[config.mk]
export PLATFORM = sky130hd
export DESIGN_NAME = sparc_fp_branch_load_store_unit
export DESIGN_NICKNAME = d
export VERILOG_FILES = /design/src/rtl/core/sfbls_pkg.sv /design/src/rtl/core/sfbls_fpregs.sv /design/src/rtl/core/sfbls_exec.sv /design/src/rtl/core/sparc_fp_branch_load_store_unit.sv
export VERILOG_INCLUDE_DIRS = /design/src /design/src/rtl/core
export SDC_FILE = /design/constraint.sdc
export NUM_CORES = 2
export LEC_CHECK = 0
export BUFFER_PORTS_ARGS = -buffer_cell sky130_fd_sc_hd__buf_2
export CORE_MARGIN = 5
export CORE_UTILIZATION = 55
export CTS_CLUSTER_SIZE = 20
export DETAILED_ROUTE_END_ITERATION = 16
export GPL_TIMING_DRIVEN = 0
export PLACE_DENSITY = 0.78
export SLEW_MARGIN = 0
export SYNTH_ARGS = -nofsm -noshare
export SYNTH_HDL_FRONTEND = slang
export SYNTH_SLANG_ARGS = --single-unit
[constraint.sdc]
create_clock -name clk_i -period 23.6 [get_ports clk_i]
set_clock_uncertainty 0.1 [all_clocks]
set_input_delay 4.72 -clock clk_i [delete_from_list [all_inputs] [get_ports clk_i]]
set_output_delay 4.72 -clock clk_i [all_outputs]
set_load 0.01 [all_outputs]
[src/rtl/core/sparc_fp_branch_load_store_unit_defines.svh]
// Assertion macros shared by the FP branch / load-store unit RTL.
// No dependencies; included by files that carry concurrent checks.
`ifndef SPARC_FP_BRANCH_LOAD_STORE_UNIT_DEFINES_SVH
`define SPARC_FP_BRANCH_LOAD_STORE_UNIT_DEFINES_SVH

// explicit clock and active-low reset
`define SFBLS_ASSERT_CLK(label, clk, rst_n, prop, msg) \
  label: assert property (@(posedge clk) disable iff (!rst_n) prop) else $error(msg);

// default clk_i / rst_ni
`define SFBLS_ASSERT(label, prop, msg) \
  `SFBLS_ASSERT_CLK(label, clk_i, rst_ni, prop, msg)

`endif

[src/rtl/core/sfbls_pkg.sv]
`timescale 1ns / 1ps
// Types and constants for the FP branch / load-store unit.
// No dependencies.
package sfbls_pkg;

  localparam int unsigned FP_REG_COUNT  = 32;
  localparam int unsigned FP_BANK_DEPTH = FP_REG_COUNT / 2;
  localparam int unsigned FP_BANK_AW    = $clog2(FP_BANK_DEPTH);

  localparam logic [31:0] FSR_RESERVED_MASK = 32'h0030_1000;
  localparam logic [31:0] FSR_VERSION_BITS  = 32'h000E_0000;

  localparam logic [1:0] CLS_BRANCH = 2'd0;
  localparam logic [1:0] CLS_MEM    = 2'd3;

  typedef enum logic [1:0] {
    TRAP_NONE  = 2'd0,
    TRAP_FAULT = 2'd1,
    TRAP_ALIGN = 2'd2,
    TRAP_UNIMP = 2'd3
  } trap_e;

  typedef enum logic [2:0] {
    OP_LDF   = 3'd0,
    OP_LDFSR = 3'd1,
    OP_LDDF  = 3'd3,
    OP_STF   = 3'd4,
    OP_STFSR = 3'd5,
    OP_STDF  = 3'd7
  } op_e;

  localparam logic [1:0] MF_SECOND = 2'd2;

  typedef struct packed {
    logic [31:0] instruction;
    logic [31:0] pc;
    logic [31:0] npc;
    logic [31:0] rs1_value;
    logic [31:0] rs2_value;
    logic        reg_read_fault;
    logic [31:0] load_word_first;
    logic [31:0] load_word_second;
    logic [1:0]  memory_fault;
  } in_t;

  typedef struct packed {
    logic [31:0] new_pc;
    logic [31:0] new_npc;
    trap_e       trap_kind;
    logic [31:0] trap_address;
    logic [31:0] mem_address;
    logic [1:0]  store_count;
    logic [31:0] store_word_first;
    logic [31:0] store_word_second;
  } res_t;

  typedef struct packed {
    logic                  even_we;
    logic                  odd_we;
    logic [FP_BANK_AW-1:0] addr;
    logic [31:0]           even_data;
    logic [31:0]           odd_data;
    logic                  fsr_we;
    logic [31:0]           fsr_data;
  } rf_wr_t;

endpackage

[src/rtl/core/sfbls_fpregs.sv]
`timescale 1ns / 1ps
// FP register file as even/odd banks of flops, plus the FSR.
// Depends on sfbls_pkg.
module sfbls_fpregs (
  input  logic                             clk_i,
  input  logic                             rst_ni,
  input  logic                             commit_i,
  input  sfbls_pkg::rf_wr_t                wr_i,
  input  logic [sfbls_pkg::FP_BANK_AW-1:0] raddr_i,
  output logic [31:0]                      even_rdata_o,
  output logic [31:0]                      odd_rdata_o,
  output logic [31:0]                      fsr_o
);
  import sfbls_pkg::*;

  logic [31:0] even_q [FP_BANK_DEPTH];
  logic [31:0] odd_q  [FP_BANK_DEPTH];
  logic [31:0] fsr_q;

  always_ff @(posedge clk_i or negedge rst_ni) begin
    if (!rst_ni) begin
      for (int i = 0; i < FP_BANK_DEPTH; i++) begin
        even_q[i] <= '0;
        odd_q[i]  <= '0;
      end
      fsr_q <= '0;
    end else if (commit_i) begin
      if (wr_i.even_we) even_q[wr_i.addr] <= wr_i.even_data;
      if (wr_i.odd_we)  odd_q[wr_i.addr]  <= wr_i.odd_data;
      if (wr_i.fsr_we)  fsr_q             <= wr_i.fsr_data;
    end
  end

  assign even_rdata_o = even_q[raddr_i];
  assign odd_rdata_o  = odd_q[raddr_i];
  assign fsr_o        = fsr_q;

endmodule

[src/rtl/core/sfbls_exec.sv]
`timescale 1ns / 1ps
// Execute logic: FBfcc condition/pc update and FP load/store address, checks, data.
// Depends on sfbls_pkg.
module sfbls_exec (
  input  sfbls_pkg::in_t                   item_i,
  input  logic [31:0]                      even_rdata_i,
  input  logic [31:0]                      odd_rdata_i,
  input  logic [31:0]                      fsr_i,
  output logic [sfbls_pkg::FP_BANK_AW-1:0] raddr_o,
  output sfbls_pkg::res_t                  res_o,
  output sfbls_pkg::rf_wr_t                wr_o
);
  import sfbls_pkg::*;

  typedef enum logic [3:0] {
    FC_NEVER = 4'd0,  FC_NE  = 4'd1,  FC_LG  = 4'd2,  FC_UL  = 4'd3,
    FC_L     = 4'd4,  FC_UG  = 4'd5,  FC_G   = 4'd6,  FC_U   = 4'd7,
    FC_ALWAYS = 4'd8, FC_E   = 4'd9,  FC_UE  = 4'd10, FC_GE  = 4'd11,
    FC_UGE   = 4'd12, FC_LE  = 4'd13, FC_ULE = 4'd14, FC_O   = 4'd15
  } fcond_e;

  typedef enum logic [1:0] {
    FCC_E = 2'd0,
    FCC_L = 2'd1,
    FCC_G = 2'd2,
    FCC_U = 2'd3
  } fcc_e;

  function automatic logic cond_holds(fcond_e cond, fcc_e fcc);
    logic e, l, g, u, r;
    e = (fcc == FCC_E);
    l = (fcc == FCC_L);
    g = (fcc == FCC_G);
    u = (fcc == FCC_U);
    unique case (cond)
      FC_NEVER:  r = 1'b0;
      FC_NE:     r = !e;
      FC_LG:     r = l || g;
      FC_UL:     r = u || l;
      FC_L:      r = l;
      FC_UG:     r = u || g;
      FC_G:      r = g;
      FC_U:      r = u;
      FC_ALWAYS: r = 1'b1;
      FC_E:      r = e;
      FC_UE:     r = u || e;
      FC_GE:     r = g || e;
      FC_UGE:    r = !l;
      FC_LE:     r = l || e;
      FC_ULE:    r = !g;
      FC_O:      r = !u;
      default:   r = 1'b0;
    endcase
    return r;
  endfunction

  logic [1:0]  cls;
  logic [4:0]  rd;
  fcond_e      cond;
  logic        annul;
  logic        taken;
  logic [31:0] disp;
  logic [31:0] target;
  logic [31:0] offset;
  logic [31:0] ea;
  logic        misaligned;
  logic        fault0;
  logic        fault1;
  logic [31:0] npc_p4;

  assign cls        = item_i.instruction[31:30];
  assign rd         = item_i.instruction[29:25];
  assign cond       = fcond_e'(rd[3:0]);
  assign annul      = rd[4];
  assign taken      = cond_holds(cond, fcc_e'(fsr_i[11:10]));
  assign disp       = {{8{item_i.instruction[21]}}, item_i.instruction[21:0], 2'b00};
  assign target     = item_i.pc + disp;
  assign offset     = item_i.instruction[13] ?
                      {{19{item_i.instruction[12]}}, item_i.instruction[12:0]} :
                      item_i.rs2_value;
  assign ea         = item_i.rs1_value + offset;
  assign misaligned = (ea[2:0] != 3'b000);
  assign fault0     = item_i.memory_fault[0];
  assign fault1     = (item_i.memory_fault == MF_SECOND);
  assign npc_p4     = item_i.npc + 32'd4;
  assign raddr_o    = rd[4:1];

  always_comb begin
    res_o                   = '0;
    res_o.new_pc            = item_i.pc;
    res_o.new_npc           = item_i.npc;
    res_o.trap_kind         = TRAP_NONE;
    wr_o                    = '0;
    wr_o.addr               = rd[4:1];
    wr_o.even_data          = item_i.load_word_first;
    wr_o.odd_data           = rd[0] ? item_i.load_word_first : item_i.load_word_second;
    wr_o.fsr_data           = item_i.load_word_first;

    if (cls == CLS_BRANCH) begin
      if (taken) begin
        if (annul && cond == FC_ALWAYS) begin
          res_o.new_pc  = target;
          res_o.new_npc = target + 32'd4;
        end else begin
          res_o.new_pc  = item_i.npc;
          res_o.new_npc = target;
        end
      end else if (annul) begin
        res_o.new_pc  = npc_p4;
        res_o.new_npc = item_i.npc + 32'd8;
      end else begin
        res_o.new_pc  = item_i.npc;
        res_o.new_npc = npc_p4;
      end
    end else if (cls == CLS_MEM) begin
      if (item_i.reg_read_fault) begin
        res_o.trap_kind = TRAP_FAULT;
      end else begin
        res_o.mem_address  = ea;
        res_o.trap_address = ea;
        case (item_i.instruction[21:19])
          OP_LDF: begin
            if (fault0) res_o.trap_kind = TRAP_FAULT;
            else begin
              wr_o.even_we = !rd[0];
              wr_o.odd_we  = rd[0];
            end
          end
          OP_LDFSR: begin
            if (fault0) res_o.trap_kind = TRAP_FAULT;
            else wr_o.fsr_we = 1'b1;
          end
          OP_LDDF: begin
            if (misaligned) res_o.trap_kind = TRAP_ALIGN;
            else if (fault0) res_o.trap_kind = TRAP_FAULT;
            else begin
              wr_o.even_we   = 1'b1;
              wr_o.odd_data  = item_i.load_word_second;
              if (fault1) res_o.trap_kind = TRAP_FAULT;
              else wr_o.odd_we = 1'b1;
            end
          end
          OP_STF: begin
            if (fault0) res_o.trap_kind = TRAP_FAULT;
            else begin
              res_o.store_word_first = rd[0] ? odd_rdata_i : even_rdata_i;
              res_o.store_count      = 2'd1;
            end
          end
          OP_STFSR: begin
            if (fault0) res_o.trap_kind = TRAP_FAULT;
            else begin
              res_o.store_word_first = (fsr_i & ~FSR_RESERVED_MASK) | FSR_VERSION_BITS;
              res_o.store_count      = 2'd1;
            end
          end
          OP_STDF: begin
            if (misaligned) res_o.trap_kind = TRAP_ALIGN;
            else if (fault0) res_o.trap_kind = TRAP_FAULT;
            else begin
              res_o.store_word_first = even_rdata_i;
              res_o.store_count      = 2'd1;
              if (fault1) res_o.trap_kind = TRAP_FAULT;
              else begin
                res_o.store_word_second = odd_rdata_i;
                res_o.store_count       = 2'd2;
              end
            end
          end
          default: begin
            res_o.trap_kind    = TRAP_UNIMP;
            res_o.trap_address = item_i.pc;
          end
        endcase
        if (res_o.trap_kind == TRAP_NONE) begin
          res_o.new_pc  = item_i.npc;
          res_o.new_npc = npc_p4;
        end
      end
    end else begin
      res_o.trap_kind    = TRAP_UNIMP;
      res_o.trap_address = item_i.pc;
    end

    if (res_o.trap_kind == TRAP_NONE) res_o.trap_address = '0;
  end

endmodule

[src/rtl/core/sparc_fp_branch_load_store_unit.sv]
`timescale 1ns / 1ps
// Channel | Handshake               | Payload
// in      | in_valid_i / in_ready_o | instruction, pc, npc, rs1/rs2 values, faults, load words
// out     | out_valid_o/out_ready_i | new_pc, new_npc, trap_kind/address, mem_address, stores
// One beat per cycle while the output is not held; each beat is registered in the input reg, then in the result reg.
// FP register file and FSR are read and updated in the execute cycle, as the result reg loads.
// A held result stalls execute; the input reg still takes a beat while execute is empty.
// Reset clears the FP register file, the FSR and all valid flags.
// Top level; depends on sfbls_pkg, sfbls_fpregs, sfbls_exec and the defines header.
`include "sparc_fp_branch_load_store_unit_defines.svh"
module sparc_fp_branch_load_store_unit (
  input  logic        clk_i,
  input  logic        rst_ni,
  input  logic        in_valid_i,
  output logic        in_ready_o,
  input  logic [31:0] instruction_i,
  input  logic [31:0] pc_i,
  input  logic [31:0] npc_i,
  input  logic [31:0] rs1_value_i,
  input  logic [31:0] rs2_value_i,
  input  logic        reg_read_fault_i,
  input  logic [31:0] load_word_first_i,
  input  logic [31:0] load_word_second_i,
  input  logic [1:0]  memory_fault_i,
  output logic        out_valid_o,
  input  logic        out_ready_i,
  output logic [31:0] new_pc_o,
  output logic [31:0] new_npc_o,
  output logic [1:0]  trap_kind_o,
  output logic [31:0] trap_address_o,
  output logic [31:0] mem_address_o,
  output logic [1:0]  store_count_o,
  output logic [31:0] store_word_first_o,
  output logic [31:0] store_word_second_o
);
  import sfbls_pkg::*;

  in_t                   item_q;
  logic                  item_valid_q, item_valid_d;
  res_t                  res_d, res_q;
  logic                  out_valid_q, out_valid_d;
  logic                  advance;
  logic                  in_fire;
  rf_wr_t                rf_wr;
  logic [FP_BANK_AW-1:0] rf_raddr;
  logic [31:0]           even_rdata;
  logic [31:0]           odd_rdata;
  logic [31:0]           fsr;

  assign advance      = item_valid_q && (!out_valid_q || out_ready_i);
  assign in_ready_o   = !item_valid_q || advance;
  assign in_fire      = in_valid_i && in_ready_o;
  assign item_valid_d = in_fire || (item_valid_q && !advance);
  assign out_valid_d  = advance || (out_valid_q && !out_ready_i);

  always_ff @(posedge clk_i or negedge rst_ni) begin
    if (!rst_ni) begin
      item_valid_q <= 1'b0;
      out_valid_q  <= 1'b0;
    end else begin
      item_valid_q <= item_valid_d;
      out_valid_q  <= out_valid_d;
    end
  end

  always_ff @(posedge clk_i) begin
    if (in_fire) begin
      item_q <= '{instruction:      instruction_i,
                  pc:               pc_i,
                  npc:              npc_i,
                  rs1_value:        rs1_value_i,
                  rs2_value:        rs2_value_i,
                  reg_read_fault:   reg_read_fault_i,
                  load_word_first:  load_word_first_i,
                  load_word_second: load_word_second_i,
                  memory_fault:     memory_fault_i};
    end
    if (advance) res_q <= res_d;
  end

  sfbls_fpregs u_fpregs (
    .clk_i        (clk_i),
    .rst_ni       (rst_ni),
    .commit_i     (advance),
    .wr_i         (rf_wr),
    .raddr_i      (rf_raddr),
    .even_rdata_o (even_rdata),
    .odd_rdata_o  (odd_rdata),
    .fsr_o        (fsr)
  );

  sfbls_exec u_exec (
    .item_i       (item_q),
    .even_rdata_i (even_rdata),
    .odd_rdata_i  (odd_rdata),
    .fsr_i        (fsr),
    .raddr_o      (rf_raddr),
    .res_o        (res_d),
    .wr_o         (rf_wr)
  );

  assign out_valid_o         = out_valid_q;
  assign new_pc_o            = res_q.new_pc;
  assign new_npc_o           = res_q.new_npc;
  assign trap_kind_o         = res_q.trap_kind;
  assign trap_address_o      = res_q.trap_address;
  assign mem_address_o       = res_q.mem_address;
  assign store_count_o       = res_q.store_count;
  assign store_word_first_o  = res_q.store_word_first;
  assign store_word_second_o = res_q.store_word_second;

  `SFBLS_ASSERT(a_adv_gives_out, advance |=> out_valid_q, "execute beat lost on its way out")
  `SFBLS_ASSERT(a_two_stores_no_trap, out_valid_q && res_q.store_count == 2'd2 |-> res_q.trap_kind == TRAP_NONE, "two stores reported with a trap")
  `SFBLS_ASSERT(a_align_no_store, out_valid_q && res_q.trap_kind == TRAP_ALIGN |-> res_q.store_count == 2'd0 && res_q.mem_address[2:0] != 3'b000, "alignment trap inconsistent")
  `SFBLS_ASSERT(a_no_trap_addr, out_valid_q && res_q.trap_kind == TRAP_NONE |-> res_q.trap_address == 32'd0, "trap address set without trap")

endmodule

## Yosys cells after proc, flatten, opt, wreduce, memory -nomap -nowiden

Cells that the tools add are included.

| cells by class | value |
|---|---|
| equality and inequality tests | 25 |
| magnitude comparators | 2 |
| bitwise operators | 3 |
| reduce and logical (&&, ||, !) cells | 41 |
| $add $sub $neg | 5 |
| multiplexer cells | 59 |

Operators by type and width:

| cell | number |
|---|---|
| bitwise mux 512 bit | 2 |
| two-way mux 32 bit | 14 |
| two-way mux 64 bit | 7 |
| binary-select mux 32 bit (select 4 bit) | 2 |
| two-way mux 33 bit | 5 |
| two-way mux 132 bit | 1 |
| two-way mux 66 bit | 2 |
| two-way mux 130 bit | 1 |
| demux 32 bit (select 4 bit) | 1 |
| case mux 34 bit (3 select lines) | 1 |
| two-way mux 98 bit | 1 |
| adder 32 x 3 -> 32 bit (second input constant) | 2 |
| adder 32 bit | 2 |
| two-way mux 34 bit | 1 |
| adder 32 x 4 -> 32 bit (second input constant) | 1 |
| equality test 4 bit (second input constant) | 8 |
| two-way mux 2 bit | 12 |
| equality test 4 x 3 -> 1 bit (second input constant) | 4 |
| case mux 1 bit (16 select lines) | 1 |
| logical OR 1 bit | 10 |
| equality test 3 bit (second input constant) | 3 |
| logical NOT 1 bit | 9 |
| equality test 2 bit (second input constant) | 4 |
| equality test 4 x 2 -> 1 bit (second input constant) | 2 |
| 21 further kinds | 39 |

| word-level totals | value |
|---|---|
| register bits | 1,481 |
| input port bits | 231 |
| logic and storage cells | 187 |

## Logic depth before layout (Yosys ltp)

| logic depth | value |
|---|---|
| word-level depth | 13 |
| gate-level depth with buffers | 15 |

## By module

From an unflattened synthesis, not the netlist that was laid out.

| second synthesis, totals | value |
|---|---|
| cell total of the unflattened synthesis | 4,849 |
| area total of the unflattened synthesis | 69,497.9 µm² |

By module, submodules not included:

| module | seq. area each (µm²) | times used | cells each | area an instance (µm²) |
|---|---|---|---|---|
| sfbls_fpregs | 26,425.3 | 1 | 2,863 | 46,828.7 |
| sparc_fp_branch_load_store_unit | 12,752.2 | 1 | 431 | 12,806.0 |
| sfbls_exec | 0.0 | 1 | 1,555 | 9,863.2 |

## Least setup slack after synthesis

OpenSTA, ideal clock, no wires.

| timing path | value |
|---|---|
| kind | input port to flip-flop |
| start point | input port out_ready_i |
| end point | register u_fpregs.even_q[449] (netlist bit) |
| required time | 23.375 ns |
| buffers on the path | 1 |
| data arrival time | 11.658 ns |
| setup time | 0.125 ns |
| path slack | 11.718 ns |
| cell stages on the path | 8 |
| cells stage by stage | nand2b_1 -> and2_1 -> nand3b_1 -> a21oi_1 -> nand2_1 -> nor3_1 -> clkbuf_1 -> mux2_2 |

| between the ends | value |
|---|---|
| longest elaborated chain between the ends | 3 |

RTL lines:

| what | RTL line | RTL |
|---|---|---|
| from (decl) | sparc_fp_branch_load_store_unit.sv:26 | `input logic out_ready_i,` |
| logical OR 1 bit | sparc_fp_branch_load_store_unit.sv:50 | `assign advance = item_valid_q && (!out_valid_q \|\| out_ready_i);` |
| logical AND 1 bit | sparc_fp_branch_load_store_unit.sv:50 |  |
| net advance | sparc_fp_branch_load_store_unit.sv:42 | `logic advance;` |
| AND reduction 2 bit (no source line) | n/a |  |
| to (signal, indexed assignment) | sfbls_fpregs.sv:28 | `if (wr_i.even_we) even_q[wr_i.addr] <= wr_i.even_data;` |
| to (decl) | sfbls_fpregs.sv:16 | `logic [31:0] even_q [FP_BANK_DEPTH];` |

The timed path passes the listed nets, and every way through them passes these cells.
A chain may end at the register's enable or synchronous reset.

## Worst setup path after layout

| timing path | value |
|---|---|
| start point | input port out_ready_i |
| end point | output port in_ready_o |

| between the ends | value |
|---|---|
| longest elaborated chain between the ends | 3 |

RTL lines:

| what | RTL line | RTL |
|---|---|---|
| logical OR 1 bit | sparc_fp_branch_load_store_unit.sv:50 |  |
| logical AND 1 bit | sparc_fp_branch_load_store_unit.sv:50 |  |
| logical OR 1 bit | sparc_fp_branch_load_store_unit.sv:51 | `assign in_ready_o = !item_valid_q \|\| advance;` |
| to (decl) | sparc_fp_branch_load_store_unit.sv:15 | `output logic in_ready_o,` |

Every way passes these cells.

==> results.md <==
- Status: completed
- Crit path launch type: input pin
- Placed cell count: between 7000 and 8000
- Syn nets: roughly 5600
- Ys async rst share: 71.5%
- Area grow syn2layout: 14.7%
- P_int: 4.39 mW
- Post-Synthesis Cells: 5305
- Site Rows: between 100 and 150
- Non-filler instance count after layout: around 7700
- Crit path cell chain: buf_2 -> nand3b_1 -> buf_2
- Post-Syn Area: between 60000 and 70000 µm²
- # IOs: 429
- Netlist cell types: 88
- Die ar.: between 100000 and 150000 µm²
- Logic pwr share: 10.3%
- Combinational family with the most area after synthesis: multiplexers
- Final Slew Violations: 0
- Layout cells sized above 1: around 28%
- Arr. time, crit path: roughly 5200 ps
- ANT nets after route: 0
- Vias in the first global route: 50200
- Mux contribution to synthesized area: 20.5%
- Clock transition at the registers of the reported paths: ~60 ps
- # Post-CTS Setup Buffers: 0
- Data required time of the worst path: 18780 ps
- Total grt overflow: 0
- Max_cap viols: 0
- Drt wl/cell: between 30 and 40 µm
- Commonest non-fill, non-tap cells in the layout: dfrtp_1 (1052), mux2_2 (554), nor2_1 (503)
- Crit path top cell by count: buf_2
- Synth Area in Compound Gates: 9.21%
- Vias per Instance: between 6 and 7
- Hold Buf Count CTS: 0
- Final Setup Violations: 0
- Core box area: 123000 µm²
- Gpl congestion: 0.992
- CTS tree: yes
- Max_slew headroom: 3.57%
- Synth Area in Simple Gates: under 10%
- Initial DRC Count: roughly 7000
- Fin crit share: 42.3%
- RSZ-0062 raised after global routing: false
- XOR/XNOR share of the synthesized area: 1.24%
- Max Freq: 0.100 GHz
- Register area share after synthesis: 57.3%
- Adder-Cell Fraction of Synth Area: 1.29%
- Initial antenna violation count: 21
- Post-synth EDFFs: 420
- Final hold viol count: 0
- R2r worst-path depth: 13
- Largest net degree at the start of global routing: 178
- Dominant synthesized flop cell: dfrtp_1
- GRT Total Usage: 35.1%
- WL final: 233000 µm
- Crit path max-delay family: buffers and inverters
- Worst VDD drop: 74.5 µV
- Seq cells post-synth: between 1000 and 1500
- 1st-pass router iterations: 6
- Slew @ Worst Pin: 1440 ps
- Worst-Skew Late Latency: 810 ps
- PwrDens: 76.1 nW/µm²
- Vias: between 50000 and 60000
- Port Buffer Count: approximately 430
- Worst Hold Depth: 2
- Most common cell after layout, fill and taps aside: dfrtp_1
- Synth warnings: 0
- Crit-path max cell delay: 180 ps
- Filler cells: 9116
- Starting Density: a little under three fifths
- Syn_area_per_cell: 12.8 µm²
- Sw Share: 26.0%
- Final worst path period need: 9990 ps
- Leak pwr: about 34 nW
- CP Buf/Inv Count: 2
- Slowest cell on the critical path: nand3b_1
- Nets: 6200
- Total power: 5.93 mW
- Clock sinks: 1472
- Clock share of power: 43.1%
- Critical path depth: 3
- CP Max Fanout: 3
- Worst Hold Class: register to register
- TNS Setup: 0 ps
- TritonCTS Buffers: 153
- Sw Pwr: around 1.5 mW
- Post-DP HPWL: 165000 µm
- Crit Path Class: input pin to output port
- First-pass GRT wire length: around 340000 µm
- Die W: approximately 360 µm
- Drt drc: 0
- Die Ht: 362 µm
- Resize count post-CTS: 0
- Clock root buffer: clkbuf_16
- Seq pwr share: 46.7%
- Htree depth: 4
- Bufs on Longest Clock Path: 3
- Crit end category: output port
## Yosys cell counts (all sizes together), types with 7 or more instances
| cell type | instances | area share [%] |
|---|---|---|
| ha | 67 | 1.2 |
| buf | 95 | 0.67 |
| nand2 | 420 | 2.3 |
| o21bai | 9 | 0.10 |
| xor2 | 36 | 0.46 |
| nand2b | 15 | 0.14 |
| a22o | 7 | 0.090 |
| o21ai | 324 | 2.4 |
| nand4 | 24 | 0.24 |
| inv | 48 | 0.27 |
| a21o | 29 | 0.32 |
| a31oi | 27 | 0.25 |
| edfxtp | 420 | 19 |
| nand3 | 51 | 0.38 |
| o22ai | 7 | 0.064 |
| clkbuf | 316 | 1.7 |
| nor3 | 46 | 0.38 |
| nor2 | 503 | 2.8 |
| o21a | 8 | 0.088 |
| a211oi | 27 | 0.32 |
| nor4 | 14 | 0.17 |
| a21oi | 483 | 3.6 |
| or2 | 7 | 0.064 |
| mux2i | 48 | 0.71 |
| a22oi | 15 | 0.17 |
| dfrtp | 1052 | 39 |
| mux2 | 555 | 9.2 |
| and2 | 63 | 0.58 |
| o211ai | 29 | 0.32 |
| a221oi | 44 | 0.59 |
| or3 | 9 | 0.083 |
| xnor2 | 59 | 0.77 |
| mux4 | 321 | 11 |
| o31ai | 9 | 0.099 |
| nor3b | 7 | 0.085 |
| nand3b | 7 | 0.077 |
| and3 | 29 | 0.27 |
## state kept, by name, indices dropped and copies added (netlist names)
register / cells
new_pc_o: 32
mem_address_o: 32
trap_address_o: 32
trap_kind_o: 2
store_word_second_o: 32
u_fpregs.fsr_o: 26
new_npc_o: 32
store_word_first_o: 32
u_fpregs.odd_q: 512
u_fpregs.even_q: 512
store_count_o: 2
out_valid_o: 1
item_q: 224
item_valid_q: 1
## final cells by class
cell class / count / area, µm² / share of cell area (%)
tap: 1637 / 2050 / 2.63
multi-input combinational: 3374 / 27200 / 34.9
clock buffer: 218 / 4510 / 5.79
sequential: 1472 / 38900 / 50.0
antenna: 10 / 25.0 / 0.0321
inverter: 48 / 180 / 0.231
buffer: 411 / 1640 / 2.11
timing repair buffer: 440 / 2510 / 3.23
clock inverter: 63 / 858 / 1.10
## worst paths after layout
path,startpoint,end,slack [ps]
max in group asynchronous,rst_ni,u_fpregs.odd_q[102]$_DFFE_PN0P_,17650
min in group asynchronous,rst_ni,item_valid_q$_DFF_PN0_,3740
hold reg to reg,u_fpregs.odd_q[429]$_DFFE_PN0P_,u_fpregs.odd_q[429]$_DFFE_PN0P_,380
setup / recovery,out_ready_i,in_ready_o,13610
setup reg to reg,item_q[208]$_DFFE_PP_,u_fpregs.odd_q[153]$_DFFE_PN0P_,16930
hold / removal,u_fpregs.odd_q[429]$_DFFE_PN0P_,u_fpregs.odd_q[429]$_DFFE_PN0P_,380
## routing by layer
metal | track usage, % | part of all wire [%]
met1 | 45.7 | 37
met2 | 53.3 | 45
met3 | 9.21 | 11
met4 | 21.6 | 7.6
met5 | 0 | 0.021
## worst reg2reg max path, stage by stage (launching register included)
cell	delay, ps
edfxtp_1	560
clkbuf_1	500
mux2_2	410
ha_1	240
fa_1	480
xor2_1	230
nor3_1	690
nand3_1	300
o41ai_4	540
buf_6	240
buf_2	410
mux2i_1	1100
clkbuf_1	560
a21oi_1	170
## power groups by stage
stage               combinational (mW)  sequential, mW  clock (mW)
floorplan                        0.317            2.81           0
global placement                 0.577            2.83           0
detailed placement               0.593            2.81           0
CTS                              0.598            2.76        2.57
global route                     0.644            2.77        2.68
finish                           0.609            2.77        2.55
## metrics by stage
stage | util (%) | worst slack, ps | hold slack [ps] | cell area, µm²
after global placement | 58.5 | -4340 | 357 | 72100
final | 63.2 | 13610 | 380 | 77900
after global routing | 63.2 | 13570 | 399 | 77900
after floorplan | - | 11720 | 345 | 68000
after detailed placement | 58.8 | 13620 | 368 | 72500
after CTS | 63.2 | 13610 | 381 | 77900
## cells by family after synthesis
group                      Yosys count
AOI/OAI and AO/OA                 1075
DFF                               1472
buffers and inverters              459
xor gates and xnor gates            95
adders and majority gates           69
and+or+nand+nor                   1211
muxes                              924
Power figures use the tool's default switching activity.
